**config.mk**
```make
export PLATFORM = sky130hd
export DESIGN_NAME = sequential_list_engine_core_flat
export DESIGN_NICKNAME = d
export VERILOG_FILES = /design/src/hw/rtl/sle_pkg.sv /design/src/hw/rtl/sle_if.sv /design/src/hw/rtl/sle_ram.sv /design/src/hw/rtl/sequential_list_engine_core.sv /design/src/flat_wrapper.sv
export SDC_FILE = /design/constraint.sdc
export NUM_CORES = 2
export LEC_CHECK = 0
export BUFFER_PORTS_ARGS = -buffer_cell sky130_fd_sc_hd__buf_2
export CAP_MARGIN = 15
export CORE_AREA = 2 2 378 380
export DETAILED_ROUTE_END_ITERATION = 12
export DIE_AREA = 0 0 380 382
export PLACE_DENSITY = 0.79
export SYNTH_ARGS = -nofsm -noshare
export SYNTH_HDL_FRONTEND = slang
export SYNTH_SLANG_ARGS = --single-unit
```
**constraint.sdc**
```tcl
create_clock -name clk -period 4.8 [get_ports clk]
set_input_delay 0.24 -clock clk [delete_from_list [all_inputs] [get_ports clk]]
set_output_delay 0.24 -clock clk [all_outputs]
set_load 0.1 [all_outputs]
```
**src/hw/rtl/sle_pkg.sv**
```systemverilog
// sle_pkg: shared types, field widths, opcodes and status codes
// for the sequential list engine; no dependencies
package sle_pkg;

    localparam int OPCODE_W = 3;
    localparam int POS_W    = 7;
    localparam int VALUE_W  = 32;
    localparam int STATUS_W = 2;
    localparam int FPOS_W   = 6;
    localparam int LEN_W    = 7;

    typedef logic [OPCODE_W-1:0]       opcode_t;
    typedef logic [POS_W-1:0]          position_t;
    typedef logic signed [VALUE_W-1:0] value_t;
    typedef logic [STATUS_W-1:0]       status_t;
    typedef logic [FPOS_W-1:0]         fpos_t;
    typedef logic [LEN_W-1:0]          length_t;

    // opcodes
    localparam opcode_t OP_INSERT    = 3'd0;
    localparam opcode_t OP_READ      = 3'd1;
    localparam opcode_t OP_FIND      = 3'd2;
    localparam opcode_t OP_DEL_VALUE = 3'd3;
    localparam opcode_t OP_DEL_POS   = 3'd4;
    localparam opcode_t OP_CLEAR     = 3'd5;

    // result status codes
    localparam status_t ST_OK        = 2'd0;
    localparam status_t ST_RANGE     = 2'd1;
    localparam status_t ST_FULL      = 2'd2;
    localparam status_t ST_NOT_FOUND = 2'd3;

endpackage

```
**src/hw/rtl/sle_if.sv**
```systemverilog
// sle_if: valid/ready channel interfaces for commands and results
// depends on sle_pkg
interface sle_cmd_if;
    import sle_pkg::*;

    logic      valid;
    logic      ready;
    opcode_t   opcode;
    position_t position;
    value_t    value;

    modport source (output valid, output opcode, output position, output value, input ready);
    modport sink   (input valid, input opcode, input position, input value, output ready);
endinterface

interface sle_res_if;
    import sle_pkg::*;

    logic    valid;
    logic    ready;
    status_t status;
    value_t  read_value;
    fpos_t   found_position;
    length_t list_length;
    logic    is_empty;

    modport source (output valid, output status, output read_value, output found_position,
                    output list_length, output is_empty, input ready);
    modport sink   (input valid, input status, input read_value, input found_position,
                    input list_length, input is_empty, output ready);
endinterface

```
**src/hw/rtl/sle_ram.sv**
```systemverilog
// sle_ram: generic simple dual-port RAM, one write and one registered read port
// no dependencies
module sle_ram #(
    parameter int WIDTH = 32,
    parameter int DEPTH = 64
) (
    input  logic                                   clk,
    input  logic                                   we,
    input  logic [((DEPTH > 1) ? $clog2(DEPTH) : 1)-1:0] waddr,
    input  logic [WIDTH-1:0]                       wdata,
    input  logic [((DEPTH > 1) ? $clog2(DEPTH) : 1)-1:0] raddr,
    output logic [WIDTH-1:0]                       rdata
);
    logic [WIDTH-1:0] mem [DEPTH];

    // write port and registered read port
    always_ff @(posedge clk)
    begin
        if (we)
        begin
            mem[waddr] <= wdata;
        end
        rdata <= mem[raddr];
    end
endmodule

```
**src/hw/rtl/sequential_list_engine_core.sv**
```systemverilog
// sequential_list_engine_core: array-backed ordered list of signed values
// depends on sle_pkg, sle_if (sle_cmd_if, sle_res_if) and sle_ram
//
//   channel | dir | handshake     | payload
//   cmd     | in  | valid / ready | opcode, position, value
//   res     | out | valid / ready | status, read_value, found_position, list_length, is_empty
//
// one command in flight; a command is decoded, makes its memory walk and is then handed
// to the result register; insert walks from the tail down to its position, delete at
// position from just past it to the tail, find / delete by value scan at most count entries;
// the single read port of the element RAM sets the walk at one entry per cycle
// reset clears the entry count and the result valid flag; the RAM needs no clearing
// a stalled result sits in the output register while the next command is taken
module sequential_list_engine_core #(
    parameter int LIST_DEPTH = 64
) (
    input logic     clk,
    input logic     rst_n,
    sle_cmd_if.sink cmd,
    sle_res_if.source res
);
    import sle_pkg::*;

    localparam int AW = (LIST_DEPTH > 1) ? $clog2(LIST_DEPTH) : 1;
    localparam int CW = $clog2(LIST_DEPTH + 1);
    localparam int XW = (CW > POS_W) ? CW : POS_W;

    localparam logic [2:0] S_IDLE     = 3'd0;
    localparam logic [2:0] S_READ     = 3'd1;
    localparam logic [2:0] S_SCAN     = 3'd2;
    localparam logic [2:0] S_SHIFT_UP = 3'd3;
    localparam logic [2:0] S_PUT      = 3'd4;
    localparam logic [2:0] S_SHIFT_DN = 3'd5;
    localparam logic [2:0] S_TRIM     = 3'd6;
    localparam logic [2:0] S_DONE     = 3'd7;

    // control state
    logic [2:0]    state_reg, state_next;
    logic [CW-1:0] cnt_reg, cnt_next;
    logic [CW-1:0] ptr_reg, ptr_next;
    logic          pend_reg, pend_next;
    logic          chk_reg, chk_next;
    logic          res_valid_reg, res_valid_next;

    // command and result payload
    opcode_t       op_reg, op_next;
    logic [CW-1:0] pos_reg, pos_next;
    value_t        val_reg, val_next;
    logic [AW-1:0] wa_reg, wa_next;
    status_t       status_reg, status_next;
    value_t        rd_reg, rd_next;
    fpos_t         fpos_reg, fpos_next;
    status_t       res_status_reg, res_status_next;
    value_t        res_rd_reg, res_rd_next;
    fpos_t         res_fpos_reg, res_fpos_next;
    length_t       res_len_reg, res_len_next;
    logic          res_empty_reg, res_empty_next;

    // element memory port
    logic          ram_we;
    logic [AW-1:0] ram_waddr;
    value_t        ram_wdata;
    logic [AW-1:0] ram_raddr;
    value_t        ram_rdata;

    logic [XW-1:0] pos_x;
    logic [XW-1:0] cnt_x;
    logic          out_free;

    sle_ram #(
        .WIDTH (VALUE_W),
        .DEPTH (LIST_DEPTH)
    ) u_store (
        .clk   (clk),
        .we    (ram_we),
        .waddr (ram_waddr),
        .wdata (ram_wdata),
        .raddr (ram_raddr),
        .rdata (ram_rdata)
    );

    assign pos_x     = XW'(cmd.position);
    assign cnt_x     = XW'(cnt_reg);
    assign out_free  = !res_valid_reg || res.ready;
    assign cmd.ready = (state_reg == S_IDLE);

    // sequencer: decode, memory walk and result hand-off
    // shifts read one slot and write the previous read in the next cycle, so a
    // write never targets an entry whose read is still outstanding
    always_comb
    begin
        state_next      = state_reg;
        cnt_next        = cnt_reg;
        ptr_next        = ptr_reg;
        pend_next       = 1'b0;
        chk_next        = 1'b0;
        op_next         = op_reg;
        pos_next        = pos_reg;
        val_next        = val_reg;
        wa_next         = wa_reg;
        status_next     = status_reg;
        rd_next         = rd_reg;
        fpos_next       = fpos_reg;
        res_valid_next  = res_valid_reg && !res.ready;
        res_status_next = res_status_reg;
        res_rd_next     = res_rd_reg;
        res_fpos_next   = res_fpos_reg;
        res_len_next    = res_len_reg;
        res_empty_next  = res_empty_reg;

        ram_raddr = AW'(ptr_reg);
        ram_we    = pend_reg;
        ram_waddr = wa_reg;
        ram_wdata = ram_rdata;

        unique case (state_reg)
            S_IDLE:
            begin
                ram_raddr = AW'(pos_x);
                if (cmd.valid)
                begin
                    op_next     = cmd.opcode;
                    val_next    = cmd.value;
                    pos_next    = CW'(pos_x);
                    status_next = ST_OK;
                    rd_next     = '0;
                    fpos_next   = '0;
                    state_next  = S_DONE;
                    unique case (cmd.opcode)
                        OP_INSERT:
                        begin
                            if (pos_x > cnt_x)
                            begin
                                status_next = ST_RANGE;
                            end
                            else if (cnt_reg == CW'(LIST_DEPTH))
                            begin
                                status_next = ST_FULL;
                            end
                            else
                            begin
                                ptr_next   = cnt_reg;
                                state_next = S_SHIFT_UP;
                            end
                        end
                        OP_READ:
                        begin
                            if (pos_x >= cnt_x)
                            begin
                                status_next = ST_RANGE;
                            end
                            else
                            begin
                                state_next = S_READ;
                            end
                        end
                        OP_FIND, OP_DEL_VALUE:
                        begin
                            if (cnt_reg == '0)
                            begin
                                status_next = ST_NOT_FOUND;
                            end
                            else
                            begin
                                ptr_next   = '0;
                                state_next = S_SCAN;
                            end
                        end
                        OP_DEL_POS:
                        begin
                            if (pos_x >= cnt_x)
                            begin
                                status_next = ST_RANGE;
                            end
                            else
                            begin
                                ptr_next   = CW'(pos_x) + CW'(1);
                                state_next = S_SHIFT_DN;
                            end
                        end
                        OP_CLEAR:
                        begin
                            cnt_next = '0;
                        end
                        default:
                        begin
                        end
                    endcase
                end
            end

            S_READ:
            begin
                rd_next    = ram_rdata;
                state_next = S_DONE;
            end

            // read data trails the pointer by one entry
            S_SCAN:
            begin
                if (chk_reg && (ram_rdata == val_reg))
                begin
                    if (op_reg == OP_FIND)
                    begin
                        fpos_next  = FPOS_W'(ptr_reg - CW'(1));
                        state_next = S_DONE;
                    end
                    else
                    begin
                        // pointer already sits one past the match
                        state_next = S_SHIFT_DN;
                    end
                end
                else if (ptr_reg == cnt_reg)
                begin
                    status_next = ST_NOT_FOUND;
                    state_next  = S_DONE;
                end
                else
                begin
                    ram_raddr = AW'(ptr_reg);
                    ptr_next  = ptr_reg + CW'(1);
                    chk_next  = 1'b1;
                end
            end

            // move entries up, from the tail down to the insert position
            S_SHIFT_UP:
            begin
                if (ptr_reg > pos_reg)
                begin
                    ram_raddr = AW'(ptr_reg - CW'(1));
                    pend_next = 1'b1;
                    wa_next   = AW'(ptr_reg);
                    ptr_next  = ptr_reg - CW'(1);
                end
                else
                begin
                    state_next = S_PUT;
                end
            end

            // drain the last shift write, then store the new value
            S_PUT:
            begin
                if (!pend_reg)
                begin
                    ram_we     = 1'b1;
                    ram_waddr  = AW'(pos_reg);
                    ram_wdata  = val_reg;
                    cnt_next   = cnt_reg + CW'(1);
                    state_next = S_DONE;
                end
            end

            // move entries down over the removed slot
            S_SHIFT_DN:
            begin
                if (ptr_reg < cnt_reg)
                begin
                    ram_raddr = AW'(ptr_reg);
                    pend_next = 1'b1;
                    wa_next   = AW'(ptr_reg - CW'(1));
                    ptr_next  = ptr_reg + CW'(1);
                end
                else
                begin
                    state_next = S_TRIM;
                end
            end

            S_TRIM:
            begin
                if (!pend_reg)
                begin
                    cnt_next   = cnt_reg - CW'(1);
                    state_next = S_DONE;
                end
            end

            // hand the result to the output register
            S_DONE:
            begin
                if (out_free)
                begin
                    res_valid_next  = 1'b1;
                    res_status_next = status_reg;
                    res_rd_next     = rd_reg;
                    res_fpos_next   = fpos_reg;
                    res_len_next    = LEN_W'(cnt_reg);
                    res_empty_next  = (cnt_reg == '0);
                    state_next      = S_IDLE;
                end
            end

            default:
            begin
                state_next = S_IDLE;
            end
        endcase
    end

    // control registers
    always_ff @(posedge clk or negedge rst_n)
    begin
        if (!rst_n)
        begin
            state_reg     <= S_IDLE;
            cnt_reg       <= '0;
            ptr_reg       <= '0;
            pend_reg      <= 1'b0;
            chk_reg       <= 1'b0;
            res_valid_reg <= 1'b0;
        end
        else
        begin
            state_reg     <= state_next;
            cnt_reg       <= cnt_next;
            ptr_reg       <= ptr_next;
            pend_reg      <= pend_next;
            chk_reg       <= chk_next;
            res_valid_reg <= res_valid_next;
        end
    end

    // payload registers
    always_ff @(posedge clk)
    begin
        op_reg         <= op_next;
        pos_reg        <= pos_next;
        val_reg        <= val_next;
        wa_reg         <= wa_next;
        status_reg     <= status_next;
        rd_reg         <= rd_next;
        fpos_reg       <= fpos_next;
        res_status_reg <= res_status_next;
        res_rd_reg     <= res_rd_next;
        res_fpos_reg   <= res_fpos_next;
        res_len_reg    <= res_len_next;
        res_empty_reg  <= res_empty_next;
    end

    // result transaction
    assign res.valid          = res_valid_reg;
    assign res.status         = res_status_reg;
    assign res.read_value     = res_rd_reg;
    assign res.found_position = res_fpos_reg;
    assign res.list_length    = res_len_reg;
    assign res.is_empty       = res_empty_reg;

endmodule

```
**src/flat_wrapper.sv**
```systemverilog
// flat-port wrapper written by rule: the top's interface ports become plain ports
module sequential_list_engine_core_flat import sle_pkg::*;
#(
    parameter int LIST_DEPTH = 64
)
  (clk, rst_n, cmd_valid, cmd_opcode, cmd_position, cmd_value, cmd_ready, res_valid, res_status, res_read_value, res_found_position, res_list_length, res_is_empty, res_ready);
  sle_cmd_if cmd_i ();
  sle_res_if res_i ();
  input logic clk;
  input logic rst_n;
  input wire logic [$bits(cmd_i.valid)-1:0] cmd_valid;
  input wire logic [$bits(cmd_i.opcode)-1:0] cmd_opcode;
  input wire logic [$bits(cmd_i.position)-1:0] cmd_position;
  input wire logic [$bits(cmd_i.value)-1:0] cmd_value;
  output wire logic [$bits(cmd_i.ready)-1:0] cmd_ready;
  output wire logic [$bits(res_i.valid)-1:0] res_valid;
  output wire logic [$bits(res_i.status)-1:0] res_status;
  output wire logic [$bits(res_i.read_value)-1:0] res_read_value;
  output wire logic [$bits(res_i.found_position)-1:0] res_found_position;
  output wire logic [$bits(res_i.list_length)-1:0] res_list_length;
  output wire logic [$bits(res_i.is_empty)-1:0] res_is_empty;
  input wire logic [$bits(res_i.ready)-1:0] res_ready;
  assign cmd_i.valid = cmd_valid;
  assign cmd_i.opcode = cmd_opcode;
  assign cmd_i.position = cmd_position;
  assign cmd_i.value = cmd_value;
  assign cmd_ready = cmd_i.ready;
  assign res_valid = res_i.valid;
  assign res_status = res_i.status;
  assign res_read_value = res_i.read_value;
  assign res_found_position = res_i.found_position;
  assign res_list_length = res_i.list_length;
  assign res_is_empty = res_i.is_empty;
  assign res_i.ready = res_ready;
  sequential_list_engine_core #(.LIST_DEPTH(LIST_DEPTH)) u_core (.clk(clk), .rst_n(rst_n), .cmd(cmd_i), .res(res_i));
endmodule
```
==> impl_metrics.csv <==
group,metric,value,unit
clock_tree,clkSlewWorstSetupHoldPaths,70,ps
synth,synth_cell_types,66,
die,num_io_pins,96,
die,die_w,380,um
sta,worst_pin_slew,1280,ps
clock_tree,numCtsBuffers,209,
synth,yosysTopAreaCellShare,74.1,%
global_route,grt_overflow_total,0,
synth,synth_area_leaders,"edfxtp_1, nand2_1, a21oi_1",
drt,wire_per_inst,29.0,um
final_layout,final_core_util,71.7,%
clock_tree,clock_latency,870,ps
synth,syn-cell-area,88500,um2
run_status,status,"complete, but fails checks",
sta,setup_viol,1,
placed_design,place_hpwl,148000,um
placed_design,port_buffers,95,
critical_path,slowest_stage,"nor4_1",
synth,yosys_warnings,0,
die,core,141000,um2
critical_path,cp-end-kind,"flip-flop",
synth,syn-num-nets,6654,
clock_tree,cts_tree,"done",
critical_path,path_delay_family,"simple AND/OR/NAND/NOR gates",
die,fp.dieH,382,um
die,rows,138,
critical_path,critPathMostFrequentCell,"buf_12",
synth,ys_async_sr_fraction,0.894,%
synth,yosysMostFrequentCell,"edfxtp_1",
synth,synth-edff-count,2184,
critical_path,crit_path_start_kind,"flip-flop",
synth,ys_seq_area_share,75.4,%
synth,synthFlopType,"edfxtp_1",
final_layout,regMostFlops,"u_core.u_store.mem",
global_route,antenna_found_initial,13,
sta,max_freq,0.205,GHz
synth,synthTopCellsByCount,"edfxtp_1, nand2_1, a21oi_1, nand3_1, clkbuf_1",
global_route,grt_pass1_vias,57700,
clock_tree,clock-sinks,2236,
min_path,hold_path.class,"input pin to flip-flop",
power,p_leak,34.6,nW
sta,min_period,4870,ps
global_route,grt_max_degree,139,
drt,vias,60100,
sta,finalMaxSlewViolations,0,
final_layout,final_cells,8922,
sta,finalCritPeriodShare,101,%
drt,postRouteAntennaNets,0,
sta,finalClockSkew,55.4,ps
sta,finalSetupTns,-69.4,ps
critical_path,cp_cell_sequence,"inv_1, ha_1, nand3_1, o21ai_4, a21oi_4, o221a_4, buf_12, buf_12, buf_12, mux2i_1, o22ai_1, nor4_1, and4_1",
final_layout,syn2layout_area_growth,14.1,%
clock_tree,cts.htree.levels,4,
clock_tree,cts_buffer_depth,3,
final_layout,drive_above_1_share,12.5,%
critical_path,cp_slowest_stage_delay,1100,ps
job,drv_cap,0,
sta,max_slew_margin,14.0,%
die,start_util,62.8,%
synth,syn_area_per_cell,13.5,um2
placed_design,place_inst,8471,
final_layout,fillers,8418,
critical_path,cp.arrival,5690,ps
sta,rsz0062_at_grt,"false",
drt,drt_first_pass_iters,10,
power,ir_worst_vdd,0.714,mV
synth,synth_top_area_cell,"edfxtp_1",
sta,finalHoldViolCount,0,
critical_path,path_class,"flip-flop to flip-flop",
die,dieArea,145000,um2
critical_path,required,5620,ps
placed_design,place.gp.congestion,0.948,
synth,ys_ff_latch,2236,
drt,via_per_inst,6.73,
drt,wirelength,259000,um
power,total_power,74.8,mW
critical_path,critPathMaxFanout,48,
global_route,grt.total_usage,35.2,%
power,p_per_area,740,nW/um2
final_layout,largest_register_ffs,2048,
run_status,violations,"negative setup slack",
critical_path,crit_buf_inv,4,
final_layout,fin_nets,6921,
synth,synthCells,6578,
clock_tree,cts-root-buf,"clkbuf_16",
sta,fin_ws,-69.4,ps
global_route,grt_pass1_wl,375000,um
drt,drc,0,
drt,first_iter_violations,10900,
power breakdown:
part,internal (mW),total [mW],switching (mW)
Sequential,26.1,26.9,0.732
Combinational,8.44,31.1,22.6
Clock,9.56,16.8,7.26
Total,44.1,74.8,30.6
logic make-up after synthesis:
kind of cell               after synthesis  synth area share, %
and+or+nand+nor                       2516                 12.2
DFF                                   2236                 75.4
AOI/OAI and AO/OA                     1149                 7.71
buffers and inverters                  445                 2.06
muxes                                  152                 1.73
xor gates and xnor gates                50                0.495
adders and majority gates               30                0.432
through the flow:
stage	setup slack, ps	hold WS (ps)	cell area, um2
5_1_grt	24.8	101	101000
4_1_cts	91.3	62.7	101000
3_5_place_dp	12.7	238	93400
6_report	-69.4	105	101000
3_3_place_gp	16.2	230	93400
2_1_floorplan	1000	-55.6	88500
worst paths after layout:
path,startpoint,endpoint,slack [ps],cells after the start
setup / recovery,u_core.ptr_reg[0]$_DFFE_PN0P_,u_core.u_store.rdata[19]$_DFF_P_,-70,13
hold / removal,cmd_value[7],u_core.val_reg[7]$_DFFE_PP_,110,2
setup reg to reg,u_core.ptr_reg[0]$_DFFE_PN0P_,u_core.u_store.rdata[19]$_DFF_P_,-70,13
hold reg to reg,u_core.rd_reg[28]$_SDFFCE_PN0P_,u_core.res.read_value[28]$_DFFE_PP_,420,0
max in group asynchronous,rst_n,u_core.ptr_reg[5]$_DFFE_PN0P_,3840,4
min in group asynchronous,rst_n,u_core.cnt_reg[1]$_DFFE_PN0P_,450,3
placed cells by master, fill, tap and decap left out, drive strengths merged, types with 6 or more instances in the layout:
master | netlist | routed
o21ai | 36 | 36
mux2 | 9 | 9
and2 | 34 | 34
dfxtp | 32 | 32
nor4 | 105 | 105
a211o | 34 | 34
clkinv | 2 | 97
a21oi | 691 | 691
and3 | 11 | 11
a22oi | 198 | 198
xor2 | 38 | 38
dlygate4sd3 | 0 | 46
and4 | 31 | 31
ha | 29 | 29
clkinvlp | 0 | 11
inv | 28 | 35
bufinv | 0 | 25
o31ai | 6 | 6
dfrtp | 20 | 20
o22ai | 104 | 104
nor3 | 45 | 45
mux2i | 143 | 143
a221oi | 36 | 36
nand2 | 1599 | 1599
edfxtp | 2184 | 2184
xnor2 | 12 | 12
nand2b | 6 | 6
nand4 | 8 | 8
or3 | 10 | 10
buf | 193 | 425
nand3 | 521 | 521
nor2 | 127 | 127
a21o | 7 | 7
clkbuf | 222 | 255
what timing repair did:
item                                   in CTS  in global routing
resized for setup                           2                  7
pin swaps                                   1                  0
buffers inserted                            2                  0
endpoints found under the hold margin      66                  0
hold buffers                               46                  0
setup endpoints to repair                   3                  6
routing by layer:
layer | part of all wire (%) | vias up | track usage [%]
met5 | 0.027 | - | 0
met4 | 6.4 | 10 | 19.9
met3 | 15 | 846 | 9.48
met2 | 45 | 5198 | 52.8
met1 | 34 | 29000 | 47.1
li1 | - | 25000 | -
area by class of cell:
class / instances / area (um2) / share of cell area (%)
Inverter: 30 / 113 / 0.111
Clock buffer: 255 / 5530 / 5.47
Clock inverter: 138 / 1470 / 1.45
Multi-Input combinational cell: 3897 / 20700 / 20.5
Sequential cell: 2236 / 66700 / 66.0
Antenna cell: 5 / 12.5 / 0.0124
Timing Repair Buffer: 471 / 4120 / 4.08
Tap cell: 1890 / 2360 / 2.34
(Power assumes the default switching activity.)
